===== src/rtl/mwcr_pkg.sv =====
package mwcr_pkg;

  // speed and timer datapath widths
  localparam int SPEED_WIDTH = 16;
  localparam int TIMER_WIDTH = 16;

  // fixed widths of the interface fields and registers
  localparam int FIELD_W = 16;
  localparam int STEP_W  = 15;

  // derived datapath widths
  localparam int WIDE_W = (SPEED_WIDTH > FIELD_W) ? SPEED_WIDTH : FIELD_W;
  localparam int SUM_W  = WIDE_W + 2;
  localparam int MUL_W  = WIDE_W + FIELD_W + 1;
  localparam int DEC_W  = WIDE_W + 2;

  // fixed-point shifts of the two products
  localparam int YAW_SHIFT   = 12;
  localparam int WHEEL_SHIFT = 8;

  // register map, word index
  typedef enum logic [2:0] {
    REG_BASE_GEOM   = 3'd0,
    REG_INV_RADIUS  = 3'd1,
    REG_MIN_SPEED   = 3'd2,
    REG_MAX_SPEED   = 3'd3,
    REG_DECEL_STEP  = 3'd4,
    REG_FIRST_TMO   = 3'd5,
    REG_REPEAT_TMO  = 3'd6,
    REG_UNUSED      = 3'd7
  } reg_idx_t;

  // input item kind
  typedef enum logic {
    OP_VELOCITY = 1'b0,
    OP_TICK     = 1'b1
  } op_t;

  typedef logic signed [SPEED_WIDTH-1:0] speed_t;

  // configuration registers as seen by the datapath
  typedef struct packed {
    logic        [FIELD_W-1:0] geom_scale;
    logic        [FIELD_W-1:0] inv_wheel_radius;
    logic signed [FIELD_W-1:0] speed_floor;
    logic signed [FIELD_W-1:0] speed_ceil;
    logic        [STEP_W-1:0]  decel_step;
    logic        [FIELD_W-1:0] first_timeout_ticks;
    logic        [FIELD_W-1:0] repeat_timeout_ticks;
  } cfg_t;

  // controller to datapath commands
  typedef struct packed {
    logic       accept_cmd;
    logic       accept_tick;
    logic       mul_yaw;
    logic       og_en;
    logic       mul_wheel;
    logic [1:0] wsel;
    logic       wr_en;
    logic [1:0] wr_sel;
    logic       out_load;
  } dp_cmd_t;

  // saturate a product-width value to the speed width
  function automatic speed_t sat_mul(input logic signed [MUL_W-1:0] v);
    logic signed [MUL_W-1:0] hi;
    logic signed [MUL_W-1:0] lo;
    hi = MUL_W'(speed_t'({1'b0, {(SPEED_WIDTH-1){1'b1}}}));
    lo = MUL_W'(speed_t'({1'b1, {(SPEED_WIDTH-1){1'b0}}}));
    if (v > hi) begin
      return speed_t'(hi);
    end else if (v < lo) begin
      return speed_t'(lo);
    end
    return speed_t'(v);
  endfunction

  // saturate a sum-width value to the speed width
  function automatic speed_t sat_sum(input logic signed [SUM_W-1:0] v);
    logic signed [SUM_W-1:0] hi;
    logic signed [SUM_W-1:0] lo;
    hi = SUM_W'(speed_t'({1'b0, {(SPEED_WIDTH-1){1'b1}}}));
    lo = SUM_W'(speed_t'({1'b1, {(SPEED_WIDTH-1){1'b0}}}));
    if (v > hi) begin
      return speed_t'(hi);
    end else if (v < lo) begin
      return speed_t'(lo);
    end
    return speed_t'(v);
  endfunction

endpackage


===== src/rtl/mwcr_ctrl.sv =====
module mwcr_ctrl
  import mwcr_pkg::*;
(
  input  logic    clk,
  input  logic    rst_n,
  input  logic    in_tvalid,
  output logic    in_tready,
  input  logic    in_op,
  output logic    out_tvalid,
  input  logic    out_tready,
  output dp_cmd_t cmd
);

  typedef enum logic [2:0] {
    S_IDLE,
    S_YAW,
    S_OG,
    S_WHEEL,
    S_POST
  } state_t;

  state_t     state_r;
  logic [2:0] idx_r;
  logic       out_valid_r;
  logic       accept;
  logic       post_ok;

  assign in_tready  = (state_r == S_IDLE);
  assign out_tvalid = out_valid_r;
  assign accept     = in_tvalid && in_tready;
  assign post_ok    = (state_r == S_POST) && (!out_valid_r || out_tready);

  // command decode
  always_comb begin
    cmd             = '0;
    cmd.accept_cmd  = accept && (op_t'(in_op) == OP_VELOCITY);
    cmd.accept_tick = accept && (op_t'(in_op) == OP_TICK);
    cmd.mul_yaw     = (state_r == S_YAW);
    cmd.og_en       = (state_r == S_OG);
    cmd.mul_wheel   = (state_r == S_WHEEL) && !idx_r[2];
    cmd.wsel        = idx_r[1:0];
    cmd.wr_en       = (state_r == S_WHEEL) && (idx_r != 3'd0);
    cmd.wr_sel      = 2'(idx_r - 3'd1);
    cmd.out_load    = post_ok;
  end

  // sequencer and result valid
  always_ff @(posedge clk) begin
    if (!rst_n) begin
      state_r     <= S_IDLE;
      idx_r       <= '0;
      out_valid_r <= 1'b0;
    end else begin
      if (post_ok) begin
        out_valid_r <= 1'b1;
      end else if (out_tready) begin
        out_valid_r <= 1'b0;
      end
      unique case (state_r)
        S_IDLE: begin
          if (accept) begin
            state_r <= (op_t'(in_op) == OP_VELOCITY) ? S_YAW : S_POST;
          end
        end
        S_YAW: begin
          state_r <= S_OG;
        end
        S_OG: begin
          idx_r   <= '0;
          state_r <= S_WHEEL;
        end
        S_WHEEL: begin
          idx_r <= idx_r + 3'd1;
          if (idx_r[2]) begin
            state_r <= S_POST;
          end
        end
        S_POST: begin
          if (post_ok) begin
            state_r <= S_IDLE;
          end
        end
        default: begin
          state_r <= S_IDLE;
        end
      endcase
    end
  end

endmodule


===== src/rtl/mwcr_dp.sv =====
module mwcr_dp
  import mwcr_pkg::*;
(
  input  logic                 clk,
  input  logic                 rst_n,
  input  cfg_t                 cfg,
  input  dp_cmd_t              cmd,
  input  logic [3*FIELD_W-1:0] in_data,
  output logic [FIELD_W-1:0]   out_front_left,
  output logic [FIELD_W-1:0]   out_front_right,
  output logic [FIELD_W-1:0]   out_rear_left,
  output logic [FIELD_W-1:0]   out_rear_right,
  output logic                 out_timer_armed
);

  logic signed [FIELD_W-1:0]     vx_r;
  logic signed [FIELD_W-1:0]     vy_r;
  logic signed [FIELD_W-1:0]     yaw_r;
  speed_t                        og_r;
  logic signed [MUL_W-1:0]       prod_r;
  speed_t                        wheel_r [4];
  logic        [TIMER_WIDTH-1:0] cnt_r;
  logic                          armed_r;
  logic        [FIELD_W-1:0]     out_r [4];
  logic                          out_armed_r;

  logic signed [WIDE_W-1:0]  mul_a;
  logic signed [FIELD_W:0]   mul_b;
  logic signed [SUM_W-1:0]   sum_ab;
  speed_t                    sat_a;
  logic signed [SUM_W-1:0]   sum_b;
  speed_t                    sat_b;
  speed_t                    wheel_raw;
  logic signed [WIDE_W-1:0]  wheel_cl;
  speed_t                    dec_v [4];
  logic                      any_nz;

  // wheel sum: vx -/+ vy -/+ og, plus sign on vy for wheels 1 and 2, on og for 1 and 3
  always_comb begin
    if (cmd.wsel == 2'd1 || cmd.wsel == 2'd2) begin
      sum_ab = SUM_W'(vx_r) + SUM_W'(vy_r);
    end else begin
      sum_ab = SUM_W'(vx_r) - SUM_W'(vy_r);
    end
    sat_a = sat_sum(sum_ab);
    if (cmd.wsel[0]) begin
      sum_b = SUM_W'(sat_a) + SUM_W'(og_r);
    end else begin
      sum_b = SUM_W'(sat_a) - SUM_W'(og_r);
    end
    sat_b = sat_sum(sum_b);
  end

  // shared multiplier operands
  always_comb begin
    if (cmd.mul_yaw) begin
      mul_a = WIDE_W'(yaw_r);
      mul_b = $signed({1'b0, cfg.geom_scale});
    end else begin
      mul_a = WIDE_W'(sat_b);
      mul_b = $signed({1'b0, cfg.inv_wheel_radius});
    end
  end

  // scale, saturate and clamp to the speed limits, max wins on inverted limits
  always_comb begin
    wheel_raw = sat_mul(prod_r >>> WHEEL_SHIFT);
    wheel_cl  = WIDE_W'(wheel_raw);
    if (wheel_cl < WIDE_W'(cfg.speed_floor)) begin
      wheel_cl = WIDE_W'(cfg.speed_floor);
    end
    if (wheel_cl > WIDE_W'(cfg.speed_ceil)) begin
      wheel_cl = WIDE_W'(cfg.speed_ceil);
    end
  end

  // one deceleration step on all four wheels
  always_comb begin
    logic signed [DEC_W-1:0] v;
    logic signed [DEC_W-1:0] mag;
    logic signed [DEC_W-1:0] st;
    any_nz = 1'b0;
    st     = $signed(DEC_W'({1'b0, cfg.decel_step}));
    for (int i = 0; i < 4; i++) begin
      v   = DEC_W'(wheel_r[i]);
      mag = (v < 0) ? -v : v;
      if (mag > st) begin
        v = (v > 0) ? v - st : v + st;
      end else begin
        v = '0;
      end
      dec_v[i] = speed_t'(v);
      if (v != 0) begin
        any_nz = 1'b1;
      end
    end
  end

  // operand capture and products
  always_ff @(posedge clk) begin
    if (cmd.accept_cmd) begin
      vx_r  <= in_data[FIELD_W-1:0];
      vy_r  <= in_data[2*FIELD_W-1:FIELD_W];
      yaw_r <= in_data[3*FIELD_W-1:2*FIELD_W];
    end
    if (cmd.mul_yaw || cmd.mul_wheel) begin
      prod_r <= MUL_W'(mul_a) * MUL_W'(mul_b);
    end
    if (cmd.og_en) begin
      og_r <= sat_mul(prod_r >>> YAW_SHIFT);
    end
  end

  // wheel speeds and timeout timer
  always_ff @(posedge clk) begin
    if (!rst_n) begin
      for (int i = 0; i < 4; i++) begin
        wheel_r[i] <= '0;
      end
      cnt_r   <= '0;
      armed_r <= 1'b0;
    end else begin
      if (cmd.wr_en) begin
        wheel_r[cmd.wr_sel] <= speed_t'(wheel_cl);
      end
      if (cmd.accept_cmd) begin
        cnt_r   <= TIMER_WIDTH'(cfg.first_timeout_ticks);
        armed_r <= 1'b1;
      end else if (cmd.accept_tick && armed_r) begin
        if (cnt_r > TIMER_WIDTH'(1)) begin
          cnt_r <= cnt_r - TIMER_WIDTH'(1);
        end else begin
          for (int i = 0; i < 4; i++) begin
            wheel_r[i] <= dec_v[i];
          end
          if (any_nz) begin
            cnt_r <= TIMER_WIDTH'(cfg.repeat_timeout_ticks);
          end else begin
            cnt_r   <= '0;
            armed_r <= 1'b0;
          end
        end
      end
    end
  end

  // result register
  always_ff @(posedge clk) begin
    if (cmd.out_load) begin
      for (int i = 0; i < 4; i++) begin
        out_r[i] <= FIELD_W'(wheel_r[i]);
      end
      out_armed_r <= armed_r;
    end
  end

  assign out_front_left  = out_r[0];
  assign out_front_right = out_r[1];
  assign out_rear_left   = out_r[2];
  assign out_rear_right  = out_r[3];
  assign out_timer_armed = out_armed_r;

endmodule


===== src/rtl/mecanum_wheel_command_ramp.sv =====
// Mecanum wheel command block with timeout ramp-down. A velocity command beat
// (in_tuser = 0) yields four wheel speeds, (vx -/+ vy -/+ yaw*geometry) times the
// reciprocal wheel radius, saturated and clamped to min/max speed, and arms the
// timeout; a tick beat (in_tuser = 1) counts the timeout down and, on expiry,
// steps every wheel toward zero by decel_step. Each input beat gives one output
// beat with the current wheel speeds and the armed flag. Items are handled one
// at a time: a command passes through the yaw, og and wheel states (one shared
// 16x16 multiplier forms the yaw product and then the four wheel products in
// turn) and a tick goes straight to the post state, where the result register
// is loaded once the previous result has been taken. A new beat is taken as
// soon as the previous result is in the output register, even while that result
// waits for out_tready.
module mecanum_wheel_command_ramp
  import mwcr_pkg::*;
(
  input  logic        clk,
  input  logic        rst_n,
  // input stream
  input  logic        in_tvalid,
  output logic        in_tready,
  input  logic [47:0] in_tdata,   // vel_x [15:0], vel_y [31:16], yaw_rate [47:32]
  input  logic        in_tuser,   // op [0]
  // result stream
  output logic        out_tvalid,
  input  logic        out_tready,
  output logic [71:0] out_tdata,  // front_left, front_right, rear_left, rear_right,
                                  // timer_armed [64], zero fill
  // register port
  input  logic        psel,
  input  logic        penable,
  input  logic        pwrite,
  input  logic [4:0]  paddr,
  input  logic [31:0] pwdata,
  output logic [31:0] prdata,
  output logic        pready
);

  cfg_t         cfg_r;
  dp_cmd_t      cmd;
  logic         wr_en;
  reg_idx_t     widx;
  logic [FIELD_W-1:0] fl;
  logic [FIELD_W-1:0] fr;
  logic [FIELD_W-1:0] rl;
  logic [FIELD_W-1:0] rr;
  logic         armed;

  assign pready = 1'b1;
  assign wr_en  = psel && penable && pwrite && pready;
  assign widx   = reg_idx_t'(paddr[4:2]);

  // configuration registers
  always_ff @(posedge clk) begin
    if (!rst_n) begin
      cfg_r.geom_scale           <= 16'd819;
      cfg_r.inv_wheel_radius     <= 16'd5120;
      cfg_r.speed_floor          <= -16'sd2560;
      cfg_r.speed_ceil           <= 16'sd2560;
      cfg_r.decel_step           <= 15'd128;
      cfg_r.first_timeout_ticks  <= 16'd100;
      cfg_r.repeat_timeout_ticks <= 16'd50;
    end else if (wr_en) begin
      unique case (widx)
        REG_BASE_GEOM:  cfg_r.geom_scale           <= pwdata[15:0];
        REG_INV_RADIUS: cfg_r.inv_wheel_radius     <= pwdata[15:0];
        REG_MIN_SPEED:  cfg_r.speed_floor          <= pwdata[15:0];
        REG_MAX_SPEED:  cfg_r.speed_ceil           <= pwdata[15:0];
        REG_DECEL_STEP: cfg_r.decel_step           <= pwdata[14:0];
        REG_FIRST_TMO:  cfg_r.first_timeout_ticks  <= pwdata[15:0];
        REG_REPEAT_TMO: cfg_r.repeat_timeout_ticks <= pwdata[15:0];
        default: ;
      endcase
    end
  end

  // register readback
  always_comb begin
    unique case (widx)
      REG_BASE_GEOM:  prdata = {16'd0, cfg_r.geom_scale};
      REG_INV_RADIUS: prdata = {16'd0, cfg_r.inv_wheel_radius};
      REG_MIN_SPEED:  prdata = {16'd0, cfg_r.speed_floor};
      REG_MAX_SPEED:  prdata = {16'd0, cfg_r.speed_ceil};
      REG_DECEL_STEP: prdata = {17'd0, cfg_r.decel_step};
      REG_FIRST_TMO:  prdata = {16'd0, cfg_r.first_timeout_ticks};
      REG_REPEAT_TMO: prdata = {16'd0, cfg_r.repeat_timeout_ticks};
      default:        prdata = '0;
    endcase
  end

  mwcr_ctrl u_ctrl (
    .clk        (clk),
    .rst_n      (rst_n),
    .in_tvalid  (in_tvalid),
    .in_tready  (in_tready),
    .in_op      (in_tuser),
    .out_tvalid (out_tvalid),
    .out_tready (out_tready),
    .cmd        (cmd)
  );

  mwcr_dp u_dp (
    .clk             (clk),
    .rst_n           (rst_n),
    .cfg             (cfg_r),
    .cmd             (cmd),
    .in_data         (in_tdata),
    .out_front_left  (fl),
    .out_front_right (fr),
    .out_rear_left   (rl),
    .out_rear_right  (rr),
    .out_timer_armed (armed)
  );

  // result beat packing
  assign out_tdata = {7'd0, armed, rr, rl, fr, fl};

endmodule

===== config.mk =====
export PLATFORM = sky130hd
export DESIGN_NAME = mecanum_wheel_command_ramp
export DESIGN_NICKNAME = d
export VERILOG_FILES = /design/src/rtl/mwcr_pkg.sv /design/src/rtl/mwcr_ctrl.sv /design/src/rtl/mwcr_dp.sv /design/src/rtl/mecanum_wheel_command_ramp.sv
export SDC_FILE = /design/constraint.sdc
export NUM_CORES = 2
export LEC_CHECK = 0
export BUFFER_PORTS_ARGS = -buffer_cell sky130_fd_sc_hd__buf_2
export CAP_MARGIN = 10
export CORE_ASPECT_RATIO = 0.8
export CORE_MARGIN = 5
export CORE_UTILIZATION = 35
export DETAILED_ROUTE_END_ITERATION = 7
export HOLD_SLACK_MARGIN = 0.08
export SYNTH_ARGS = -nofsm -noshare
export SYNTH_HDL_FRONTEND = slang
export SYNTH_SLANG_ARGS = --single-unit

===== constraint.sdc =====
create_clock -name clk -period 35.4 [get_ports clk]
set_clock_uncertainty 0.1 [all_clocks]
set_input_delay 3.54 -clock clk [delete_from_list [all_inputs] [get_ports clk]]
set_output_delay 3.54 -clock clk [all_outputs]
set_load 0.02 [all_outputs]

==> impl_metrics.csv <==
group,metric,value,unit
yosys,synth_edf_count,218,
setup_path,start_kind,"flip-flop",
placed_design,dp_slack,21120,ps
min_path,hold_class,"reg2reg",
setup_path,arrival,14600,ps
finish,drive_above_1_share,9.24,%
min_path,worstHoldEndpoint,"cfg_r[27]",
setup_path,r2r_end,"u_dp.prod_r[27]",
yosys,synth_warnings,0,
setup_path,r2r_slack,21000,ps
drt,drc,0,
die,core-area,93200,µm²
timing,grt_setup_unrepaired,"false",
drt,drt_iter0_markers,2632,
die,dieWidth,353,µm
global_routing,antenna_found_initial,2,
setup_path,endpoint_kind,"flip-flop",
die,die_h,284,µm
die,num_rows,100,
timing,finalCritPeriodShare,40.7,%
timing,fin_ws,21000,ps
yosys,synth_most_common_cell,"nand2_1",
setup_path,worstPathMaxFanout,20,
setup_path,crit_slowest_cell,"o21ai_1",
die,dieArea,100000,µm²
clock_tree,cts.clk_slew.worst_paths,60,ps
placed_design,place_congestion,0.945,
yosys,synth_area_leader_cell,"edfxtp_1",
drt,routed_wl,109000,µm
setup_path,regToRegStartpoint,"u_ctrl.idx_r[0]",
yosys,netlist_instances,3719,
timing,fmax,69.5,MHz
clock_tree,ctsRootBufferMaster,"clkbuf_16",
global_routing,grt_first_pass_wirelength,165000,µm
finish,final_core_util,39.2,%
clock_tree,insertion_delay,590,ps
clock_tree,numCtsBuffers,43,
die,num_io_pins,200,
timing,drv_slew,0,
flow_run,drv_cap,0,
finish,n_fill_cell,9355,
setup_path,slowest_delay,760,ps
yosys,synthArstFlopShare,0,%
drt,ant_nets,0,
yosys,synth_top_cell_area_share,19.9,%
yosys,ys_seq_area_share,28.1,%
min_path,whs_path_depth,2,
clock_tree,cts_resized,0,
outcome,outcome,"finished, final reports clean",
setup_path,rr_worst_depth,46,
clock_tree,htreeDepth,2,
finish,regArea,9250,µm²
placed_design,dp_hpwl,84300,µm
timing,finalCriticalPeriod,14400,ps
clock_tree,tritoncts,"done",
finish,multi_input_area,21800,µm²
placed_design,port-buffer-count,157,
clock_tree,clockBufferDepth,3,
clock_tree,post_cts_buffers,0,
setup_path,critical_path_class,"reg2reg",
timing,setup_viol_count_final,0,
yosys,yosys-top-cells-area,"edfxtp_1 20%, ha_1 12%, fa_1 12%, dfxtp_1 8.2%, nand2_1 6.1%",
global_routing,grt_pass1_vias,26600,
yosys,synthFlopType,"edfxtp_1",
drt,vias,27900,
clock_tree,clock-sinks,353,
min_path,hp-start,"cfg_r[27]",
yosys,synth_commonest_cells,"539 x nand2_1, 358 x inv_1, 323 x ha_1",
setup_path,required,35610,ps
finish,final_nets,4460,
global_routing,grt_overflow,0,
timing,tns,0,ps
timing,worst_slew_pin_slew,1270,ps
finish,syn2layout_area_growth,11.1,%
drt,viasPerCell,5.46,
drt,dr.pass1.iters,5,
timing,hold_viol_final,0,
yosys,yosysUniqueCellTypes,92,
drt,wl_per_cell,21.4,µm
yosys,syn_area_per_cell,8.85,µm²
clock_tree,cts_hold_buf,0,
yosys,synth-seq-cells,353,
die,initial_core_util,35.3,%
yosys,synth_area,32900,µm²
global_routing,grt_max_degree,66,
timing,maxSlewHeadroom,12.8,%
global_routing,track_usage,21.2,%
==> through the flow <==
stage | cell area [µm²] | hold WS (ps) | instances
2_1_floorplan | 33000 | 339 | 3741
3_3_place_gp | 35000 | 362 | 5021
3_5_place_dp | 35000 | 369 | 5021
4_1_cts | 36600 | 377 | 5097
5_1_grt | 36600 | 394 | 5100
6_report | 36600 | 377 | 5101
==> registers in the layout, summed over array words and instances, names as in the netlist <==
name,count
u_dp.cnt_r,16
u_dp.out_timer_armed,1
u_dp.wheel_r,64
u_dp.vx_r,16
u_dp.og_r,16
cfg_r,111
u_ctrl.out_tvalid,1
u_dp.armed_r,1
u_dp.vy_r,16
u_ctrl.idx_r,3
u_dp.yaw_r,16
u_dp.prod_r,25
u_ctrl.state_r,3
u_dp.out_r,64
==> layout make-up <==
cell class	instances	area share (%)
Multi-Input combinational cell	2875	59.5
Sequential cell	353	25.3
Antenna cell	1	0.00684
Clock inverter	20	0.811
Tap cell	1224	4.19
Inverter	366	3.76
Clock buffer	56	3.30
Timing Repair Buffer	206	3.16
==> cell usage in the layout, fill, tap and decap left out, types with 11 or more instances in the layout <==
master     count
nand2_1      539
inv_1        356
ha_1         323
nor2_1       308
a21oi_1      256
edfxtp_1     218
fa_1         199
xnor2_1      171
buf_2        157
dfxtp_1      135
o21ai_0      130
a21o_1        80
nand3_1       73
xor2_1        73
o22ai_1       66
buf_4         48
mux2i_1       46
o21a_1        45
clkbuf_16     45
nor3_1        44
nand2b_1      38
nand4_1       34
mux2_2        29
nor2b_1       28
a31oi_1       24
conb_1        24
and2_1        23
o31ai_1       23
o211ai_1      22
nor4_1        18
and3_1        18
o41ai_1       16
o21bai_1      13
o21ai_1       13
a22oi_1       13
or2_2         11
clkinv_1      11
maj3_1        11
==> metal layers <==
metal  up-vias  GRT usage (%)  wire, µm
li1      13100              -         -
met1     13500           31.5     51200
met2      1155           29.4     43200
met3       150           6.90     12000
met4         2           5.50      2910
met5         -              0         7
==> how the worst max path moves through the flow <==
stage,from,endpoint,slack (ps),cells past startpoint
global route,u_ctrl.idx_r[0],u_dp.prod_r[27],19940,47
CTS,u_ctrl.idx_r[0],u_dp.prod_r[32],21040,47
floorplan,u_ctrl.idx_r[0],u_dp.prod_r[32],22850,51
global placement,u_ctrl.idx_r[0],u_dp.prod_r[27],21150,47
finish,u_ctrl.idx_r[0],u_dp.prod_r[27],21000,46
detailed placement,u_ctrl.idx_r[0],u_dp.prod_r[32],21120,47
==> worst max-delay path: cells and delay by family, from the launching register on <==
kind	cells	cell delay, ps
xor gates and xnor gates	2	560
buffers and inverters	7	830
muxes	1	400
AOI/OAI and AO/OA	22	5490
adders and majority gates	11	4900
and+or+nand+nor	3	1120
DFF	1	750
==> logic make-up (layout without fill, tap and decap cells) <==
family                     after synthesis  in the layout  synth area share [%]
AOI/OAI and AO/OA                      792            792                  15.2
and+or+nand+nor                       1195           1195                  16.2
DFF                                    353            353                  28.1
xor gates and xnor gates               247            247                  6.64
adders and majority gates              534            534                  24.7
muxes                                   83             83                  2.94
other                                    2             25                0.0228
buffers and inverters                  513            648                  6.16
Power is left out: the tool's default activity adds up to more than one toggle a clock period on the data nets, which glitch-free logic cannot reach.
